[src/slpg_pkg.sv]
// Shared types, codes and constants of the status LED pattern generator.
package slpg_pkg;

   localparam int PATTERN_W   = 3;
   localparam int COLOR_W     = 8;
   localparam int PERIOD_W    = 16;
   localparam int CSR_INDEX_W = 2;
   localparam int CSR_DATA_W  = 16;

   localparam logic [COLOR_W-1:0]  BRIGHTNESS_RESET   = 8'd255;
   localparam logic [PERIOD_W-1:0] RAINBOW_STEP_RESET = 16'd15;
   localparam logic [PERIOD_W-1:0] RED_HALF_RESET     = 16'd300;
   localparam logic [PERIOD_W-1:0] CYAN_HALF_RESET    = 16'd150;

   localparam logic [COLOR_W-1:0] COLOR_FULL  = 8'hFF;
   localparam logic [COLOR_W-1:0] WHEEL_SEG_1 = 8'd85;
   localparam logic [COLOR_W-1:0] WHEEL_SEG_2 = 8'd170;

   typedef enum logic [PATTERN_W-1:0] {
      PAT_OFF     = 3'd0,
      PAT_GREEN   = 3'd1,
      PAT_RED     = 3'd2,
      PAT_CYAN    = 3'd3,
      PAT_RAINBOW = 3'd4
   } pattern_type;

   typedef enum logic {
      MODE_TICK = 1'b0,
      MODE_SET  = 1'b1
   } mode_type;

   typedef enum logic [CSR_INDEX_W-1:0] {
      CSR_BRIGHTNESS   = 2'd0,
      CSR_RAINBOW_STEP = 2'd1,
      CSR_RED_HALF     = 2'd2,
      CSR_CYAN_HALF    = 2'd3
   } csr_index_type;

   typedef struct packed {
      logic [COLOR_W-1:0]  brightness;
      logic [PERIOD_W-1:0] rainbow_step_ms;
      logic [PERIOD_W-1:0] red_half_period_ms;
      logic [PERIOD_W-1:0] cyan_half_period_ms;
   } cfg_type;

   typedef struct packed {
      logic                mode;
      logic [PATTERN_W-1:0] pattern;
   } item_type;

   typedef struct packed {
      logic               led_off;
      logic [COLOR_W-1:0] red;
      logic [COLOR_W-1:0] green;
      logic [COLOR_W-1:0] blue;
      logic [COLOR_W-1:0] level;
   } color_type;

   typedef struct packed {
      logic      valid;
      color_type color;
   } result_type;

endpackage

[src/slpg_req_if.sv]
// Request channel: tick or pattern select beats.
interface slpg_req_if
   import slpg_pkg::*;
();
   logic                 valid;
   logic                 ready;
   logic                 mode;
   logic [PATTERN_W-1:0] pattern;

   modport source (output valid, output mode, output pattern, input ready);
   modport sink   (input valid, input mode, input pattern, output ready);
endinterface

[src/slpg_rsp_if.sv]
// Response channel: LED color beats.
interface slpg_rsp_if
   import slpg_pkg::*;
();
   logic               valid;
   logic               ready;
   logic               led_off;
   logic [COLOR_W-1:0] red;
   logic [COLOR_W-1:0] green;
   logic [COLOR_W-1:0] blue;
   logic [COLOR_W-1:0] level;

   modport source (output valid, output led_off, output red, output green, output blue,
                   output level, input ready);
   modport sink   (input valid, input led_off, input red, input green, input blue,
                   input level, output ready);
endinterface

[src/slpg_csr.sv]
// Configuration register file of the status LED pattern generator.
module slpg_csr
   import slpg_pkg::*;
(
   input  logic                   clock,
   input  logic                   reset,
   input  logic                   csr_we,
   input  logic [CSR_INDEX_W-1:0] csr_index,
   input  logic [CSR_DATA_W-1:0]  csr_wdata,
   output cfg_type                cfg
);

   cfg_type cfg_ff;
   cfg_type cfg_in;

   always_comb begin
      cfg_in = cfg_ff;
      if (csr_we) begin
         unique case (csr_index_type'(csr_index))
            CSR_BRIGHTNESS:   cfg_in.brightness          = csr_wdata[COLOR_W-1:0];
            CSR_RAINBOW_STEP: cfg_in.rainbow_step_ms     = csr_wdata[PERIOD_W-1:0];
            CSR_RED_HALF:     cfg_in.red_half_period_ms  = csr_wdata[PERIOD_W-1:0];
            CSR_CYAN_HALF:    cfg_in.cyan_half_period_ms = csr_wdata[PERIOD_W-1:0];
            default:          cfg_in = cfg_ff;
         endcase
      end
   end

   always_ff @(posedge clock) begin
      if (reset) begin
         cfg_ff.brightness          <= BRIGHTNESS_RESET;
         cfg_ff.rainbow_step_ms     <= RAINBOW_STEP_RESET;
         cfg_ff.red_half_period_ms  <= RED_HALF_RESET;
         cfg_ff.cyan_half_period_ms <= CYAN_HALF_RESET;
      end else begin
         cfg_ff <= cfg_in;
      end
   end

   assign cfg = cfg_ff;

endmodule

[src/slpg_update.sv]
// Pattern state and single-pass update logic: one item in, at most one color out.
module slpg_update
   import slpg_pkg::*;
(
   input  logic       clock,
   input  logic       reset,
   input  logic       fire,
   input  item_type   item,
   input  cfg_type    cfg,
   output result_type result
);

   pattern_type         pattern_ff, pattern_in;
   logic [PERIOD_W-1:0] elapsed_ff, elapsed_in;
   logic                pending_ff, pending_in;
   logic [COLOR_W-1:0]  phase_ff, phase_in;
   logic                blink_ff, blink_in;

   logic [PERIOD_W-1:0] elapsed_inc;
   logic [PERIOD_W-1:0] period;
   logic                animated;

   // Three-segment color wheel; each segment ramps one channel up and one down.
   function automatic color_type wheel(input logic [COLOR_W-1:0] pos,
                                       input logic [COLOR_W-1:0] lvl);
      color_type             c;
      logic [COLOR_W-1:0]    ofs;
      logic [COLOR_W+1:0]    ramp_wide;
      logic [COLOR_W-1:0]    ramp;
      c         = '0;
      c.level   = lvl;
      if (pos < WHEEL_SEG_1) begin
         ofs = pos;
      end else if (pos < WHEEL_SEG_2) begin
         ofs = pos - WHEEL_SEG_1;
      end else begin
         ofs = pos - WHEEL_SEG_2;
      end
      ramp_wide = {2'b00, ofs} + {1'b0, ofs, 1'b0};
      ramp      = ramp_wide[COLOR_W-1:0];
      if (pos < WHEEL_SEG_1) begin
         c.red   = ramp;
         c.green = COLOR_FULL - ramp;
      end else if (pos < WHEEL_SEG_2) begin
         c.red  = COLOR_FULL - ramp;
         c.blue = ramp;
      end else begin
         c.green = ramp;
         c.blue  = COLOR_FULL - ramp;
      end
      return c;
   endfunction

   always_comb begin
      pattern_in = pattern_ff;
      elapsed_in = elapsed_ff;
      pending_in = pending_ff;
      phase_in   = phase_ff;
      blink_in   = blink_ff;
      result     = '0;

      elapsed_inc = (elapsed_ff == '1) ? elapsed_ff : elapsed_ff + 1'b1;

      animated = 1'b1;
      case (pattern_ff)
         PAT_RAINBOW: period = cfg.rainbow_step_ms;
         PAT_RED:     period = cfg.red_half_period_ms;
         PAT_CYAN:    period = cfg.cyan_half_period_ms;
         default: begin
            period   = '0;
            animated = 1'b0;
         end
      endcase

      if (item.mode == MODE_SET) begin
         // Drop unknown codes and repeats of the running pattern.
         if (item.pattern <= PATTERN_W'(PAT_RAINBOW) && item.pattern != PATTERN_W'(pattern_ff)) begin
            pattern_in = pattern_type'(item.pattern);
            elapsed_in = '0;
            pending_in = 1'b1;
            phase_in   = '0;
            blink_in   = 1'b0;
            result.color.level = cfg.brightness;
            unique case (pattern_type'(item.pattern))
               PAT_OFF: begin
                  result.valid         = 1'b1;
                  result.color.led_off = 1'b1;
                  result.color.level   = '0;
               end
               PAT_GREEN: begin
                  result.valid       = 1'b1;
                  result.color.green = COLOR_FULL;
               end
               PAT_RED: begin
                  result.valid     = 1'b1;
                  result.color.red = COLOR_FULL;
               end
               PAT_CYAN: begin
                  result.valid       = 1'b1;
                  result.color.green = COLOR_FULL;
                  result.color.blue  = COLOR_FULL;
               end
               default: result.valid = 1'b0;
            endcase
         end
      end else if (animated) begin
         if (pending_ff || elapsed_inc >= period) begin
            elapsed_in   = '0;
            pending_in   = 1'b0;
            result.valid = 1'b1;
            if (pattern_ff == PAT_RAINBOW) begin
               phase_in     = phase_ff + 1'b1;
               result.color = wheel(phase_ff + 1'b1, cfg.brightness);
            end else begin
               blink_in           = ~blink_ff;
               result.color.level = cfg.brightness;
               if (pattern_ff == PAT_RED) begin
                  result.color.red = {COLOR_W{~blink_ff}};
               end else begin
                  result.color.green = {COLOR_W{~blink_ff}};
                  result.color.blue  = {COLOR_W{~blink_ff}};
               end
            end
         end else begin
            elapsed_in = elapsed_inc;
         end
      end
   end

   always_ff @(posedge clock) begin
      if (reset) begin
         pattern_ff <= PAT_OFF;
         elapsed_ff <= '0;
         pending_ff <= 1'b1;
         phase_ff   <= '0;
         blink_ff   <= 1'b0;
      end else if (fire) begin
         pattern_ff <= pattern_in;
         elapsed_ff <= elapsed_in;
         pending_ff <= pending_in;
         phase_ff   <= phase_in;
         blink_ff   <= blink_in;
      end
   end

endmodule

[src/status_led_pattern_generator_unit.sv]
// Top level of the RGB status LED pattern generator.
// Each request beat is either a one-millisecond tick (mode 0) or a pattern
// select (mode 1: off, solid green, red blink, cyan blink, rainbow). A select
// of a new pattern restarts its timing and sends the new color at once
// (rainbow sends nothing until its first tick); repeats and unknown codes send
// nothing. Ticks drive the blink half periods and the rainbow wheel steps from
// the csr period registers, and the first tick after a change updates at once.
// A beat is registered on entry, updated in one pass through the pattern state
// and lands in the response register; between a request beat and its response
// beat lie the entry register and then the response register, and one beat is
// taken every cycle as long as the response side keeps up. While a response
// is stalled, one more request beat is held in the entry register before
// req_ch.ready drops. Brightness is copied into level on every color beat;
// an off beat carries zero color and zero level. Write the csr registers only
// while no beat is in flight.
module status_led_pattern_generator_unit
   import slpg_pkg::*;
(
   input  logic                   clock,
   input  logic                   reset,
   slpg_req_if.sink               req_ch,
   slpg_rsp_if.source             rsp_ch,
   input  logic                   csr_we,
   input  logic [CSR_INDEX_W-1:0] csr_index,
   input  logic [CSR_DATA_W-1:0]  csr_wdata
);

   cfg_type    cfg;
   result_type result;

   // Entry register.
   logic     in_valid_ff, in_valid_in;
   item_type item_ff;

   // Response register.
   logic      out_valid_ff, out_valid_in;
   color_type out_ff;

   logic req_beat;
   logic process;

   slpg_csr u_csr (
      .clock     (clock),
      .reset     (reset),
      .csr_we    (csr_we),
      .csr_index (csr_index),
      .csr_wdata (csr_wdata),
      .cfg       (cfg)
   );

   slpg_update u_update (
      .clock  (clock),
      .reset  (reset),
      .fire   (process),
      .item   (item_ff),
      .cfg    (cfg),
      .result (result)
   );

   // Advance the held beat when the response register is empty or draining.
   assign process      = in_valid_ff && (!out_valid_ff || rsp_ch.ready);
   assign req_ch.ready = !in_valid_ff || process;
   assign req_beat     = req_ch.valid && req_ch.ready;

   always_comb begin
      in_valid_in = in_valid_ff;
      if (req_beat) begin
         in_valid_in = 1'b1;
      end else if (process) begin
         in_valid_in = 1'b0;
      end

      out_valid_in = out_valid_ff;
      if (process) begin
         out_valid_in = result.valid;
      end else if (rsp_ch.ready) begin
         out_valid_in = 1'b0;
      end
   end

   always_ff @(posedge clock) begin
      if (reset) begin
         in_valid_ff  <= 1'b0;
         out_valid_ff <= 1'b0;
      end else begin
         in_valid_ff  <= in_valid_in;
         out_valid_ff <= out_valid_in;
      end
   end

   // Payload registers: capture on accept, hold otherwise.
   always_ff @(posedge clock) begin
      if (req_beat) begin
         item_ff.mode    <= req_ch.mode;
         item_ff.pattern <= req_ch.pattern;
      end
      if (process && result.valid) begin
         out_ff <= result.color;
      end
   end

   assign rsp_ch.valid   = out_valid_ff;
   assign rsp_ch.led_off = out_ff.led_off;
   assign rsp_ch.red     = out_ff.red;
   assign rsp_ch.green   = out_ff.green;
   assign rsp_ch.blue    = out_ff.blue;
   assign rsp_ch.level   = out_ff.level;

endmodule

[src/flat_wrapper.sv]
// flat-port wrapper written by rule: the top's interface ports become plain ports
module status_led_pattern_generator_unit_flat import slpg_pkg::*;
  (clock, reset, csr_we, csr_index, csr_wdata, req_ch_valid, req_ch_mode, req_ch_pattern, req_ch_ready, rsp_ch_valid, rsp_ch_led_off, rsp_ch_red, rsp_ch_green, rsp_ch_blue, rsp_ch_level, rsp_ch_ready);
  slpg_req_if req_ch_i ();
  slpg_rsp_if rsp_ch_i ();
  input  logic clock;
  input  logic reset;
  input  logic csr_we;
  input  logic [CSR_INDEX_W-1:0] csr_index;
  input  logic [CSR_DATA_W-1:0] csr_wdata;
  input wire logic [$bits(req_ch_i.valid)-1:0] req_ch_valid;
  input wire logic [$bits(req_ch_i.mode)-1:0] req_ch_mode;
  input wire logic [$bits(req_ch_i.pattern)-1:0] req_ch_pattern;
  output wire logic [$bits(req_ch_i.ready)-1:0] req_ch_ready;
  output wire logic [$bits(rsp_ch_i.valid)-1:0] rsp_ch_valid;
  output wire logic [$bits(rsp_ch_i.led_off)-1:0] rsp_ch_led_off;
  output wire logic [$bits(rsp_ch_i.red)-1:0] rsp_ch_red;
  output wire logic [$bits(rsp_ch_i.green)-1:0] rsp_ch_green;
  output wire logic [$bits(rsp_ch_i.blue)-1:0] rsp_ch_blue;
  output wire logic [$bits(rsp_ch_i.level)-1:0] rsp_ch_level;
  input wire logic [$bits(rsp_ch_i.ready)-1:0] rsp_ch_ready;
  assign req_ch_i.valid = req_ch_valid;
  assign req_ch_i.mode = req_ch_mode;
  assign req_ch_i.pattern = req_ch_pattern;
  assign req_ch_ready = req_ch_i.ready;
  assign rsp_ch_valid = rsp_ch_i.valid;
  assign rsp_ch_led_off = rsp_ch_i.led_off;
  assign rsp_ch_red = rsp_ch_i.red;
  assign rsp_ch_green = rsp_ch_i.green;
  assign rsp_ch_blue = rsp_ch_i.blue;
  assign rsp_ch_level = rsp_ch_i.level;
  assign rsp_ch_i.ready = rsp_ch_ready;
  status_led_pattern_generator_unit u_core (.clock(clock), .reset(reset), .req_ch(req_ch_i), .rsp_ch(rsp_ch_i), .csr_we(csr_we), .csr_index(csr_index), .csr_wdata(csr_wdata));
endmodule
[config.mk]
export PLATFORM = sky130hd
export DESIGN_NAME = status_led_pattern_generator_unit_flat
export DESIGN_NICKNAME = d
export VERILOG_FILES = /design/src/slpg_pkg.sv /design/src/slpg_req_if.sv /design/src/slpg_rsp_if.sv /design/src/slpg_csr.sv /design/src/slpg_update.sv /design/src/status_led_pattern_generator_unit.sv /design/src/flat_wrapper.sv
export SDC_FILE = /design/constraint.sdc
export NUM_CORES = 1
export LEC_CHECK = 0
export ABC_AREA = 1
export BUFFER_PORTS_ARGS = -buffer_cell sky130_fd_sc_hd__clkbuf_2
export CAP_MARGIN = 20
export CORE_MARGIN = 2
export CORE_UTILIZATION = 42
export DETAILED_ROUTE_END_ITERATION = 12
export GPL_TIMING_DRIVEN = 0
export PLACE_DENSITY_LB_ADDON = 0.1
export SLEW_MARGIN = 0
export SYNTH_ARGS = -nofsm -noshare
export SYNTH_HDL_FRONTEND = slang
export SYNTH_SLANG_ARGS = --single-unit
[constraint.sdc]
create_clock -name clock -period 10.45 [get_ports clock]
set_input_delay 1.045 -clock clock [delete_from_list [all_inputs] [get_ports clock]]
set_output_delay 1.045 -clock clock [all_outputs]
set_load 0.01 [all_outputs]
# --- After elaboration in Yosys (flattened, before gate mapping) ---
# Index checks and enable logic that the tools add are counted.
op_classes:
  n_eq_ne: 13
  muxes: 49
  n_bitwise: 1
  n_addsub: 6
  reduce_logical: 28
  order_cmp: 4
op_table:
  columns: ["op", "n"]
  rows:
  - ["$mux 8", 20]
  - ["$mux 34", 4]
  - ["$mux 16", 7]
  - ["$pmux 16 s3", 1]
  - ["$mux 32", 1]
  - ["$add 16x1->16 const B", 1]
  - ["$eq 16x16->1 const B", 1]
  - ["$ge 16x16->1", 1]
  - ["$mux 1", 16]
  - ["$eq 3x2->1 const B", 4]
  - ["$reduce_and 5->1", 2]
  - ["$reduce_bool 2->1", 5]
  - ["$add 8x1->8 const B", 1]
  - ["$add 8x8->8", 1]
  - ["$lt 8x7->1 const B", 1]
  - ["$lt 8x8->1 const B", 1]
  - ["$reduce_and 2->1", 4]
  - ["$sub 8x7->8 const B", 1]
  - ["$sub 8x8->8 const A", 1]
  - ["$sub 8x8->8 const B", 1]
  - ["$reduce_and 3->1", 2]
  - ["$eq 2x2->1 const B", 2]
  - ["$logic_and 1x1->1", 4]
  - ["$reduce_and 4->1", 1]
  - ["15 further kinds", 18]
totals:
  ff_bits: 124
  word_cells: 119
  inputBits: 27

# --- Logic depth before layout (Yosys ltp) ---
depth:
  depth_word: 17
  depth_mapped: 31
  ltp_nobuf: 31

# --- Modules after synthesis ---
# From an unflattened synthesis, not the netlist that was laid out.
unflattened:
  cells_unflattened: 1025
  hier_area_um2: 7307.0
modules_own_cells:
  columns: ["mod", "cells_per_inst", "area_each_um2", "instances"]
  rows:
  - ["slpg_update", 645, 3856.2, 1]
  - ["slpg_csr", 325, 2230.9, 1]
  - ["status_led_pattern_generator_unit", 55, 1219.9, 1]

# --- Worst setup path before layout ---
# No wires, ideal clock.
synth_timing:
  path_kind: "flip-flop to flip-flop"
  startpoint: "register u_core.u_update.elapsed_ff[9]"
  endpoint: "register u_core.out_ff, in the netlist u_core.rsp_ch.blue[0] (enable)"
  arrival_time_ns: 3.558
  stages_incl_launch_ff: 29
  period_less_slack_ns: 3.946
  path_slack_ns: 6.504
  cell_sequence: "dfxtp_1 -> clkbuf_1 -> inv_1 -> nor4_1 -> nand4_1 -> nor2_1 -> inv_1 -> nor2_1 -> nor2_1 -> ha_1 -> o21ai_0 -> a21oi_1 -> o21ai_0 -> nand2_1 -> nand2_1 -> nand2_1 -> nand2_1 -> nand2_1 -> nand2_1 -> nand2_1 -> nand2_1 -> nand2_1 -> nand2_1 -> nand2_1 -> nand2_1 -> nand3_1 -> clkbuf_1 -> nand3b_1 -> inv_1"
synth_between:
  elab_chain_cells: 8
  word_cells_on_any_way: 9
  classes_between: "1 x add/sub; 1 x order compare; 1 x eq/ne; 4 x mux; 2 x reduce/logical"
synth_rtl:
  columns: ["element", "line", "source"]
  rows:
  - ["from (decl)", "slpg_update.sv:14", "logic [PERIOD_W-1:0] elapsed_ff, elapsed_in;"]
  - ["from (signal assigned)", "slpg_update.sv:139", "elapsed_ff <= elapsed_in;"]
  - ["$add 16x1->16 / $eq 16x16->1 (equally long branches)", "slpg_update.sv:62", "elapsed_inc = (elapsed_ff == '1) ? elapsed_ff : elapsed_ff + 1'b1;"]
  - ["$mux 16 (*)", "slpg_update.sv:62", null]
  - ["$ge 16x16->1 (*)", "slpg_update.sv:107", "if (pending_ff || elapsed_inc >= period) begin"]
  - ["$logic_or 1x1->1 (*)", "slpg_update.sv:107", null]
  - ["$mux 34 (*)", "slpg_update.sv:107", null]
  - ["$mux 34 (*)", "slpg_update.sv:106", "end else if (animated) begin"]
  - ["$mux 34 (*)", "slpg_update.sv:75", "if (item.mode == MODE_SET) begin"]
  - ["$logic_and 1x1->1 (*)", "status_led_pattern_generator_unit.sv:97", "if (process && result.valid) begin"]
  - ["to (signal assigned)", "status_led_pattern_generator_unit.sv:98", "out_ff <= result.color;"]
  - ["to (decl)", "status_led_pattern_generator_unit.sv:37", "color_type out_ff;"]
# Mark *: on every way between the ends. The rest lies on a longest branch, timed or not.
# A chain may end at the register's enable or synchronous reset.

# --- Worst setup path in the final report ---
layout_timing:
  startpoint: "register u_core.u_update.pattern_ff[1]"
  endpoint: "register u_core.out_ff, in the netlist u_core.rsp_ch.red[0] (enable)"
layout_between:
  elab_chain_cells: 8
  word_cells_on_any_way: 15
  classes_between: "1 x order compare; 4 x eq/ne; 6 x mux; 4 x reduce/logical"
layout_rtl:
  columns: ["element", "line", "source"]
  rows:
  - ["from (decl)", "slpg_update.sv:13", "pattern_type pattern_ff, pattern_in;"]
  - ["from (signal assigned)", "slpg_update.sv:138", "pattern_ff <= pattern_in;"]
  - ["$eq 3x2->1 / $eq 3x3->1 (equally long branches)", "slpg_update.sv:65", "case (pattern_ff)"]
  - ["$pmux 16 s3", "slpg_update.sv:65", null]
  - ["$ge 16x16->1", "slpg_update.sv:107", null]
  - ["$logic_or 1x1->1", "slpg_update.sv:107", null]
  - ["$mux 34", "slpg_update.sv:107", null]
  - ["$mux 34", "slpg_update.sv:106", null]
  - ["$mux 34 (*)", "slpg_update.sv:75", null]
  - ["$logic_and 1x1->1 (*)", "status_led_pattern_generator_unit.sv:97", null]
# Marks and branches as above.

==> run summary <==
The run finished with clean final reports. The sequential cells in the finished layout cover a total of 0.00285 mm2. The run gives 0.0177 mm2 as the area of the die.

At the worst endpoint, the arrival time is 4.96 ns. For the via count of the first global-routing pass, the log shows 6044. The signed area change from the synthesized netlist to the final layout came out at 16.5%. The most used flip-flop cell after synthesis is dfxtp_1. Endpoint kind of the worst setup timing path: a flip-flop. The number of flip-flops and latches in the synthesized netlist is 124.

The path class of the tightest hold or removal check is flip-flop to flip-flop. The count of endpoints failing hold in the final timing report is 0. Among all stages on the critical path, the largest delay is contributed by nor2_1. The peak clock frequency supported by timing is 207 MHz, and the share of synthesized flip-flops with an asynchronous set or reset is 0%. In this run, post-CTS repair resized a total of 0 instances.

TritonCTS built the clock tree. Share of cells above drive strength 1: 13.4%. The cell accounting for the most synthesized area is dfxtp_1.

Met3 layer usage reported by global route: 3.52%. The actual transition at the worst max-transition pin is 0.749 ns, and the fraction of met1 tracks used by global routing is 28.4%. Synthesis produced a netlist with a net count of 991. The run gives 43 as the distinct cell type count of the synthesized netlist. Counting stages on the worst path, the most repeated cell is nand2_1. The worst-case setup slack after placement is 5.55 ns, and the final weighted congestion in routability-driven placement is 0.821. Along the worst path, the maximum fanout reaches 23.

The mapped cell area came out at 0.00698 mm2. The global routing usage on met2 is 37.4%, and the number of hold buffers added after cts is 0. The count of pins over their slew limit was 0; the x dimension of the die was 133 um.

In the final timing run, aggregate negative setup slack is 0 ns. In the post-route analysis, the smallest setup slack over all paths is 5.61 ns. The via density per instance is 5.05. The leakage power was 3.62 nW; the detailed-route via count was 6306. For the total global-route track usage, the log shows 21.9%.

The total number of yosys warnings is 0. The overall die height is 133 um, and the placed wire-length estimate is 13.6 mm. For this block, the initial DRC count from the detailed router was 434. The share of the synthesized area in the top cell type is 25.0%, and the number of setup buffers added after CTS is 0.

The run gives 0.0164 mm2 as the core box area. The global routing stage identified its most utilized layer as met2. The clock sink count was 124; the mean instance size in the synthesized netlist was 7.46 um2. The global route total overflow is 0. For this block, the routed nets add up to 18.4 mm of wire. The root cell of the clock tree is clkbuf_16. The final period demand of the worst path works out to 4.84 ns. The logs give 47 for the number of placement rows and 0.127 mV for the worst voltage drop across the vdd grid. The tools report the final net count as 1071. The number of antenna repair diodes was 0. The family with the most delay on the worst path is buffers and inverters. After layout, the worst path uses 46.3% of the clock period. Headroom to the max-slew limit came out at 50.1%.

The clock slew seen by the registers of the worst setup and hold paths was 0.06 ns; the total CTS buffers was 17. The critical path launch point type is a flip-flop. Setup repair after global routing left no endpoint under its margin. Setup violations remaining at the end of the flow were counted as 0.

The initial utilization of the core area, before any placement, comes to 42.5%. Entering global routing, the biggest net connects 24 pins. By area the synthesized netlist is led by dfxtp_1 (25%), edfxtp_1 (16%), nand2_1 (11%). Synthesis produced 936 cells.

Fill cells in the final layout number 1668. The count of buffers added on input and output ports is 60. The number of design rule violations left after detail routing is 0, and the clock latency of the later-clocked register in the worst-skew pair is 0.42 ns. In this run the number of H-tree levels came out at 4. The tools report the final clock skew as 0.00797 ns. Across the run, the number of max-cap violations was 0. The critical path contains buffers and inverters numbering 6 combined. During I/O placement, the number of pins put on the boundary was 62. The setup path with the least slack is of type flip-flop to flip-flop.

The wire length per cell is 14.7 um. Required time of the critical path: 10.57 ns. For this run, the register share of the synthesized area comes to 40.9%. The count of flip-flops with a built-in enable after synthesis came out at 37. The maximum root-to-sink buffer count was 2. Iteration count of the initial detailed-routing pass: 5. The count of antenna-violating nets left after detailed routing was 0; the first-pass GRT wire length was 30.4 mm.

On the worst path, the slowest cell contributes a delay of 0.56 ns. The multi-input combinational cells in the finished layout cover a total of 0.00352 mm2. The run gives 0 as the number of antenna violations at the first check in global routing. In this run the power density over the cells is 144 mW/mm2.
==> path summary, 6_finish.rpt <==
| kind | cells after the start | start | end | slack (ns) |
|---|---|---|---|---|
| setup / recovery | 27 | u_core.u_update.pattern_ff[1] | u_core.rsp_ch.red[0] | 5.61 |
| hold reg to reg | 2 | u_core.u_csr.cfg[8] | u_core.u_csr.cfg[8] | 0.45 |
| hold / removal | 2 | u_core.u_csr.cfg[8] | u_core.u_csr.cfg[8] | 0.45 |
| setup reg to reg | 27 | u_core.u_update.pattern_ff[1] | u_core.rsp_ch.red[0] | 5.61 |
==> Yosys cell counts, types with 2 or more instances <==
master and number:
nand3b_1 3, edfxtp_1 37, buf_6 2, nor2_2 2, xor2_1 9, buf_4 2, nand3_2 5, nand2_1 197
o21ai_1 7, a21o_1 2, xor2_2 2, nor2_1 107, nor4_1 3, dfxtp_1 87, nand2_4 8, nand3_1 74
o21ai_0 58, clkbuf_1 27, a31oi_1 3, a21oi_1 72, nor3_1 10, inv_2 4, nand4_1 14, xnor2_1 7
ha_1 28, inv_1 109, o211ai_1 9, a221oi_1 11, a21oi_2 2, nor2_4 4, a211oi_1 5, a22o_1 5
nand2_2 11
==> metrics by stage <==
stage	instance area [um2]	hold WS [ns]	util, %	total power, mW	std cells
floorplan	6980	0.429	-	0.588	936
global placement	7550	0.439	46.0	0.623	1216
detailed placement	7580	0.444	46.2	0.625	1217
CTS	8130	0.453	49.6	1.18	1249
global route	8130	0.468	49.6	1.21	1249
finish	8130	0.454	49.6	1.17	1249
==> metal layers <==
layer	up-vias	share of wire, %
met5	-	0
met4	0	1.2
met3	18	3.5
met2	117	49
met1	2897	47
li1	3274	-
==> cell usage in the layout, fill, tap and decap left out, types with 7 or more instances in the layout <==
master / instances
clkbuf_1: 29
dfxtp_1: 87
o21ai_0: 58
o21ai_1: 7
nand4_1: 14
xor2_1: 9
nor3_1: 10
a21oi_1: 72
ha_1: 28
a221oi_1: 11
edfxtp_1: 37
xnor2_1: 7
nand3_1: 74
clkbuf_16: 17
nand2_1: 197
inv_1: 109
o211ai_1: 9
nand2_2: 11
clkbuf_2: 60
nor2_1: 107
nand2_4: 8
==> where the power goes <==
part / internal [mW] / total [mW] / leakage, nW / switching [mW]
Sequential: 0.516 / 0.524 / 1.05 / 0.00801
Clock: 0.328 / 0.554 / 0.262 / 0.227
Combinational: 0.0286 / 0.0897 / 2.31 / 0.0611
==> worst reg2reg max path, cell delays in order, from the launching register on <==
cell      delay (ns)
dfxtp_1         0.36
inv_1           0.07
nor2_1          0.14
inv_1           0.07
nor2_1          0.56
clkbuf_1        0.48
a21oi_1         0.21
ha_1            0.30
o21ai_0         0.07
a21oi_1         0.12
o21ai_0         0.08
nand2_1         0.06
nand2_1         0.04
nand2_1         0.05
nand2_1         0.04
nand2_1         0.05
nand2_1         0.04
nand2_1         0.05
nand2_1         0.04
nand2_1         0.05
nand2_1         0.04
nand2_1         0.05
nand2_1         0.08
nand3_1         0.15
clkbuf_1        0.37
nand3b_1        0.21
inv_1           0.51
buf_16          0.24
==> cell type report <==
type | count | area share, %
Clock buffer | 19 | 5.32
Buffer | 34 | 2.06
Multi-Input combinational cell | 663 | 43.3
Tap cell | 220 | 3.38
Sequential cell | 124 | 35.1
Inverter | 115 | 5.37
Timing Repair Buffer | 61 | 4.03
Clock inverter | 13 | 1.46
==> logic make-up (layout without fill, tap and decap cells) <==
kind of cell	Yosys count	in the layout	share of synthesized area [%]
buffers and inverters	149	242	8.66
and+or+nand+nor	441	441	28.6
xor gates and xnor gates	18	18	2.47
adders and majority gates	28	28	5.02
AOI/OAI and AO/OA	176	176	14.3
DFF	124	124	40.9
==> flip-flops by register name (all words and copies together), names as in the netlist, 3 cells and up <==
name                        count
u_core.u_update.elapsed_ff     16
u_core.rsp_ch.blue              8
u_core.u_update.phase_ff        8
u_core.rsp_ch.level             8
u_core.rsp_ch.green             8
u_core.item_ff                  4
u_core.u_update.pattern_ff      3
u_core.rsp_ch.red               8
u_core.u_csr.cfg               56
(Power assumes the default switching activity.)
